File: config.mk
export PLATFORM = sky130hd
export DESIGN_NAME = fftm_mag
export DESIGN_NICKNAME = d
export VERILOG_FILES = /design/src/rtl/core/fftm_pkg.sv /design/src/rtl/core/fftm_mag.sv
export SDC_FILE = /design/constraint.sdc
export NUM_CORES = 1
export LEC_CHECK = 0
export BUFFER_PORTS_ARGS = -buffer_cell sky130_fd_sc_hd__buf_2
export CORE_ASPECT_RATIO = 0.6
export CORE_MARGIN = 8
export CORE_UTILIZATION = 25
export DETAILED_ROUTE_END_ITERATION = 8
export PLACE_DENSITY = 0.5
export SYNTH_ARGS = -nofsm -noshare
export SYNTH_HDL_FRONTEND = slang
export SYNTH_SLANG_ARGS = --single-unit
File: constraint.sdc
create_clock -name clk -period 14 [get_ports clk]
set_input_delay 1.4 -clock clk [delete_from_list [all_inputs] [get_ports clk]]
set_output_delay 1.4 -clock clk [all_outputs]
set_load 0.02 [all_outputs]
File: src/rtl/core/fftm_pkg.sv
// Shared types and constants of the FFT magnitude spectrum block.
// Used by fft_magnitude_spectrum, fftm_mag and fftm_checker; depends on nothing.
package fftm_pkg;

  localparam real PI = 3.14159265358979323846;

  localparam int MAG_BITS = 28;

  localparam logic KIND_PUSH = 1'b0;
  localparam logic KIND_READ = 1'b1;

  typedef enum logic [3:0] {
    ST_IDLE,
    ST_PAD,
    ST_RD_E,
    ST_RD_O,
    ST_MUL,
    ST_ADD,
    ST_WR_E,
    ST_WR_O,
    ST_RD_BIN,
    ST_MAG
  } fft_state_t;

  typedef enum logic [2:0] {
    MG_IDLE,
    MG_SQ,
    MG_SUM,
    MG_ROOT,
    MG_DONE
  } mag_state_t;

endpackage

File: src/rtl/core/fftm_mag.sv
// Magnitude unit: floor(sqrt(re^2 + im^2)) with a bit-serial square and a
// digit-by-digit square root. Depends on fftm_pkg.
module fftm_mag #(
  parameter int W = 29
) (
  input  logic                clk,
  input  logic                rst_n,
  input  logic                start,
  input  logic signed [W-1:0] re,
  input  logic signed [W-1:0] im,
  output logic                done,
  output logic [W-1:0]        root
);

  localparam int CW = $clog2(W + 1);

  fftm_pkg::mag_state_t state_r, state_nxt;
  logic [CW-1:0]  cnt_r;
  logic [2*W-1:0] mr_r, mi_r, sr_r, si_r, rad_r;
  logic [W-1:0]   br_r, bi_r, root_r;
  logic [W+1:0]   rem_r;
  logic [W-1:0]   abs_re, abs_im;
  logic [W+2:0]   rem_t, trial;
  logic           last;

  assign abs_re = re[W-1] ? (~re + W'(1)) : re;
  assign abs_im = im[W-1] ? (~im + W'(1)) : im;
  assign last   = (cnt_r == CW'(W - 1));
  assign rem_t  = {rem_r[W:0], rad_r[2*W-1:2*W-2]};
  assign trial  = {1'b0, root_r, 2'b01};

  always_comb begin
    state_nxt = state_r;
    unique case (state_r)
      fftm_pkg::MG_IDLE: if (start) state_nxt = fftm_pkg::MG_SQ;
      fftm_pkg::MG_SQ:   if (last) state_nxt = fftm_pkg::MG_SUM;
      fftm_pkg::MG_SUM:  state_nxt = fftm_pkg::MG_ROOT;
      fftm_pkg::MG_ROOT: if (last) state_nxt = fftm_pkg::MG_DONE;
      fftm_pkg::MG_DONE: state_nxt = fftm_pkg::MG_IDLE;
      default:           state_nxt = fftm_pkg::MG_IDLE;
    endcase
  end

  always_comb begin
    done = (state_r == fftm_pkg::MG_DONE);
    root = root_r;
  end

  always_ff @(posedge clk) begin
    if (!rst_n) begin
      state_r <= fftm_pkg::MG_IDLE;
    end else begin
      state_r <= state_nxt;
    end
  end

  always_ff @(posedge clk) begin
    unique case (state_r)
      fftm_pkg::MG_IDLE: begin
        mr_r  <= {{W{1'b0}}, abs_re};
        mi_r  <= {{W{1'b0}}, abs_im};
        br_r  <= abs_re;
        bi_r  <= abs_im;
        sr_r  <= '0;
        si_r  <= '0;
        cnt_r <= '0;
      end
      fftm_pkg::MG_SQ: begin
        // shift-add: one multiplier bit per cycle for both squares
        if (br_r[0]) sr_r <= sr_r + mr_r;
        if (bi_r[0]) si_r <= si_r + mi_r;
        mr_r  <= mr_r << 1;
        mi_r  <= mi_r << 1;
        br_r  <= br_r >> 1;
        bi_r  <= bi_r >> 1;
        cnt_r <= last ? '0 : cnt_r + CW'(1);
      end
      fftm_pkg::MG_SUM: begin
        rad_r  <= sr_r + si_r;
        rem_r  <= '0;
        root_r <= '0;
        cnt_r  <= '0;
      end
      fftm_pkg::MG_ROOT: begin
        // one result bit per cycle from the top pair of radicand bits
        if (rem_t >= trial) begin
          rem_r  <= (W+2)'(rem_t - trial);
          root_r <= {root_r[W-2:0], 1'b1};
        end else begin
          rem_r  <= (W+2)'(rem_t);
          root_r <= {root_r[W-2:0], 1'b0};
        end
        rad_r <= rad_r << 2;
        cnt_r <= cnt_r + CW'(1);
      end
      fftm_pkg::MG_DONE: begin
        cnt_r <= '0;
      end
      default: begin
        cnt_r <= '0;
      end
    endcase
  end

endmodule

### Word level (Yosys, flattened, before mapping)

Cells that the tools add are included.

* $add $sub $neg: 7
* multipliers: 0
* divide/modulo/power cells: 0
* $lt $le $gt $ge: 1
* eq/ne operators: 10
* shift operators: 0
* muxes and demuxes: 21
* bitwise gates (word level): 2
* reductions and logical operators: 6

Operators with widths (number)
* case mux 58 bit (2 select lines): 5
* adder 58 bit: 3
* case mux 29 bit (2 select lines): 3
* two-way mux 58 bit: 2
* case mux 30 bit (2 select lines): 1
* adder 29 x 2 -> 29 bit, second input constant: 2
* two-way mux 29 bit: 2
* NOT 29 bit: 2
* >= comparator 32 x 31 -> 1 bit: 1
* two-way mux 30 bit: 1
* subtractor 30 bit: 1
* case mux 3 bit (4 select lines): 1
* inequality test 2 bit, second input constant: 5
* case mux 5 bit (2 select lines): 1
* two-way mux 3 bit: 3
* equality test 3 x 2 -> 1 bit, second input constant: 2
* adder 5 x 1 -> 5 bit, second input constant: 1
* equality test 5 bit, second input constant: 1
* two-way mux 5 bit: 1
* AND reduction 2 bit: 2
* nonzero test 2 bit: 2
* equality test 3 x 1 -> 1 bit, second input constant: 1
* equality test 3 bit, second input constant: 1
* zero test 3 bit: 1
* 2 further kinds: 2

* register bits: 415
* bits in latches: 0
* RAM bits: 0
* memory bits (read-only): 0
* input bits: 61
* output and inout bits: 30
* memories: 0

### Logic depth before layout (Yosys ltp)

* word-level depth: 4
* gate-level depth with buffers: 15

### Worst setup path before layout

OpenSTA, ideal clock, no wires.

* path kind: register to register
* start point: register state_r[2]
* end point: register si_r[0] (enable)
* data arrival time: 10069 ps
* data required time: 13438 ps
* path slack: 3369 ps
* stages on the path, launching flop included: 5
* path buffers: 2
* period minus slack after synthesis: 10631 ps
* path through: dfxtp_1 nor2_1 clkbuf_1 clkbuf_1 a21boi_0

* cells in the longest elaborated chain, start to end: 3
* elaborated cells on any way between the ends: 5

Ends and longest elaborated chain
* from (decl): RTL line fftm_mag.sv:17 `fftm_pkg::mag_state_t state_r, state_nxt;`
* from (signal assigned): RTL line fftm_mag.sv:51 `state_r <= fftm_pkg::MG_IDLE;`
* from (signal assigned): RTL line fftm_mag.sv:53 `state_r <= state_nxt;`
* equality test 3 x 1 -> 1 bit / zero test 3 bit (equally long branches): RTL line fftm_mag.sv:58 `unique case (state_r)`
* inequality test 2 bit (no source line) / nonzero test 2 bit (equally long branches)
* AND reduction 2 bit (no source line) (*)
* to (signal assigned): RTL line fftm_mag.sv:71 `if (bi_r[0]) si_r <= si_r + mi_r;`
* to (decl): RTL line fftm_mag.sv:19 `logic [2*W-1:0] mr_r, mi_r, sr_r, si_r, rad_r;`

Mark *: on every way between the ends. The rest lies on a longest branch, timed or not.
A chain may end at the register's enable or synchronous reset.

### Worst setup path in the final report

* start point: register sr_r[0]
* end point: register sr_r[52] (data pin)

* cells in the longest elaborated chain, start to end: 3

Ends and longest elaborated chain
* from (decl): RTL line fftm_mag.sv:19
* from (signal assigned): RTL line fftm_mag.sv:70 `if (br_r[0]) sr_r <= sr_r + mr_r;`
* adder 58 bit: RTL line fftm_mag.sv:70
* two-way mux 58 bit: RTL line fftm_mag.sv:70
* case mux 58 bit (2 select lines): RTL line fftm_mag.sv:58

No other way between the ends. The select of a mux whose other input is x is not followed.

==> impl_metrics.yaml <==
global_routing:
  grt.total_usage_pct: 12.2
  antenna_found_initial: 6
  grt_pass1_wl_mm: 120
  grt_pass1_vias: 19900
  grtUsageMet2_pct: 14.3
  met1_usage_pct: 21.1
  grt_remaining_overflow: 0
  use_met3_pct: 2.77
  busiest_layer: "met1"
  grt_max_degree: 84
drt:
  final_antenna_net_count: 0
  routedWlPerCell_um: 17.5
  drt_iter0_drc: 1933
  drc_errors: 0
  num_vias: 21500
  drt-vias-per-instance: 4.87
  drt_wl_total_mm: 77.2
  first_pass_iters: 5
timing:
  final-setup-viol-count: 0
  relSlewSlack_pct: 31.4
  skew_ps: 27.1
  tns_ps: 0
  fin_ws_ps: 9850
  rsz0062_at_grt: "false"
  slew_violations: 0
  final_hold_viol_count: 0
  timing.hold.ws_ps: 474
  worst_pin_slew_ps: 1020
  timing.fmax_ghz: 0.241
  period_needed_ps: 4150
  period_share_pct: 29.7
clock_network:
  clkTransAtPathRegs_ps: 70
  cts_tree: "yes"
  post-cts-setup-buffer-count: 0
  clockBufferDepth: 3
  post_cts_resized: 0
  htreeDepth: 2
  holdBufCountCts: 0
  root_buffer: "clkbuf_16"
  cts_made_buffers: 46
  cts_sinks: 415
  clock_latency_ps: 610
place:
  pre_cts_slack_ps: 9710
  hpwl_mm: 58.2
  port_buffers: 90
  place_congestion: 0.871
power_and_ir_drop:
  p_per_area_nw_per_um2: 149
  power_leakage_nw: 13.1
  fin_total_pwr_mw: 4.72
  ir_drop_mv: 0.114
layout:
  area_growth_pct: 13.0
  nets: 3137
  layout_commonest_cell: "edfxtp_1"
  drive_above_1_share_pct: 8.30
  fin_util_pct: 28.4
  final_cell_mix: "edfxtp_1 (407), nor2_1 (304), a21oi_1 (258)"
  nFillCells: 11800
floorplan:
  die_area_um2: 123000
  die_x_um: 448
  core_um2: 111000
  row_count: 95
  die_h_um: 275
  pin_count: 91
  initial_core_util_pct: 25.1
min_path:
  worstHoldPathType: "flip-flop to flip-flop"
  hp-start: "cnt_r[0]"
  whs_path_depth: 1
setup_path:
  end_kind: "flip-flop"
  crit_type: "flip-flop to flip-flop"
  r2r_cells: 14
  cp_max_fo: 4
  crit_start: "sr_r[0]"
  r2r-start: "sr_r[0]"
  crit_required_ps: 14310
  worstPathArrival_ps: 4470
  startpoint_type: "flip-flop"
yosys:
  synthSimpleGateAreaFrac_pct: 14.6
  synth_compound_area_share_pct: 21.0
  synth-main-ff-cell: "edfxtp_1"
  synth_nets: 3107
  synth.distinct_cells: 84
  syn-instance-count: 2837
  synth_xor_area_share_pct: 6.97
  syn-cell-area_um2: 28000
  synth_top_family_by_area: "compound AO/OA/AOI/OAI gates"
  synthMuxAreaShare_pct: 0.826
  synthAdderAreaFrac_pct: 9.41
  ys_seq_area_share_pct: 44.2
  synthArstFlopShare_pct: 0
  yosysWarnings: 0
  synth_edf_count: 407
  ys_ff_latch: 415
  avgSynthCellArea_um2: 9.88
outcome:
  status: "completed"
run:
  drv_cap: 0
## power breakdown
group          switching, mW  internal (mW)  total, mW  leakage, nW
logic                   1.00          0.654       1.66         7.97
registers              0.189           1.57       1.76         4.34
clock network          0.552          0.749       1.30        0.758
## flip-flops by register name, summed over array words and instances, names as in the netlist
| name | count |
|---|---|
| mi_r | 58 |
| mr_r | 58 |
| rad_r | 58 |
| si_r | 58 |
| sr_r | 58 |
| rem_r | 30 |
| bi_r | 29 |
| br_r | 29 |
| root | 29 |
| cnt_r | 5 |
| state_r | 3 |
## metal layers
metal,wire (µm),vias up
li1,-,10700
met1,44200,10200
met2,25800,586
met3,6080,69
met4,1080,6
met5,45,-
## layout make-up
class / instances / area [µm²] / area share, %
well taps: 1503 / 1880 / 5.94
multi-input cells: 2199 / 14800 / 46.9
diodes: 3 / 7.51 / 0.0237
repair buffers: 108 / 586 / 1.85
inverters: 97 / 364 / 1.15
flip-flops and latches: 415 / 12400 / 39.1
clock buffers: 51 / 1190 / 3.76
clock inverters: 34 / 395 / 1.25
## critical path: stages (launching register included)
cell and delay, ps:
edfxtp_1 420, ha_1 240, inv_1 70, fa_1 170, and2b_1 190, o21ai_1 240, o21ai_2 140, a311oi_1 890
o21a_1 320, o31ai_2 140, a41o_1 380, a31o_2 290, a21oi_1 150, xor2_1 160, nor2_1 50
## worst paths after layout
kind / end / slack [ps]
min: cnt_r[0] / 470
max: sr_r[52] / 9850
max reg2reg: sr_r[52] / 9850
min reg2reg: cnt_r[0] / 470
## per-stage QoR
| stage | instance area, µm² | std cells |
|---|---|---|
| 2_1_floorplan | 28000 | 2837 |
| 3_3_place_gp | 30100 | 4322 |
| 3_5_place_dp | 30100 | 4322 |
| 4_1_cts | 31600 | 4407 |
| 5_1_grt | 31600 | 4410 |
| 6_report | 31600 | 4410 |
## cells by family after synthesis
group	Yosys count
DFF	415
adders and majority gates	209
and+or+nand+nor	858
muxes	23
xor gates and xnor gates	223
buffers and inverters	223
AOI/OAI and AO/OA	886
## cells in the mapped netlist (all sizes together) (12+ instances only)
cell type    n  share of area (%)
xor2       117                3.7
inv         97                1.3
o21a       137                3.7
nand2b      18               0.46
edfxtp     407                 44
and2        18               0.40
a211oi      12               0.32
or3         12               0.31
nand3       52               0.93
mux2i       22               0.79
xnor2      106                3.3
o21ai      135                2.4
nor2b       24               0.54
a21o       133                3.6
clkbuf     115                1.5
and3        90                2.0
or4         12               0.38
o21bai      45                1.2
nand4       41               0.92
a31oi       24               0.56
a21oi      258                4.6
nor2       305                4.1
o41ai       13               0.51
ha         206                9.2
a221oi      12               0.40
o31ai       30               0.94
nor3        41               0.73
a21boi      17               0.46
nand2      204                2.7
(Power assumes the default switching activity.)
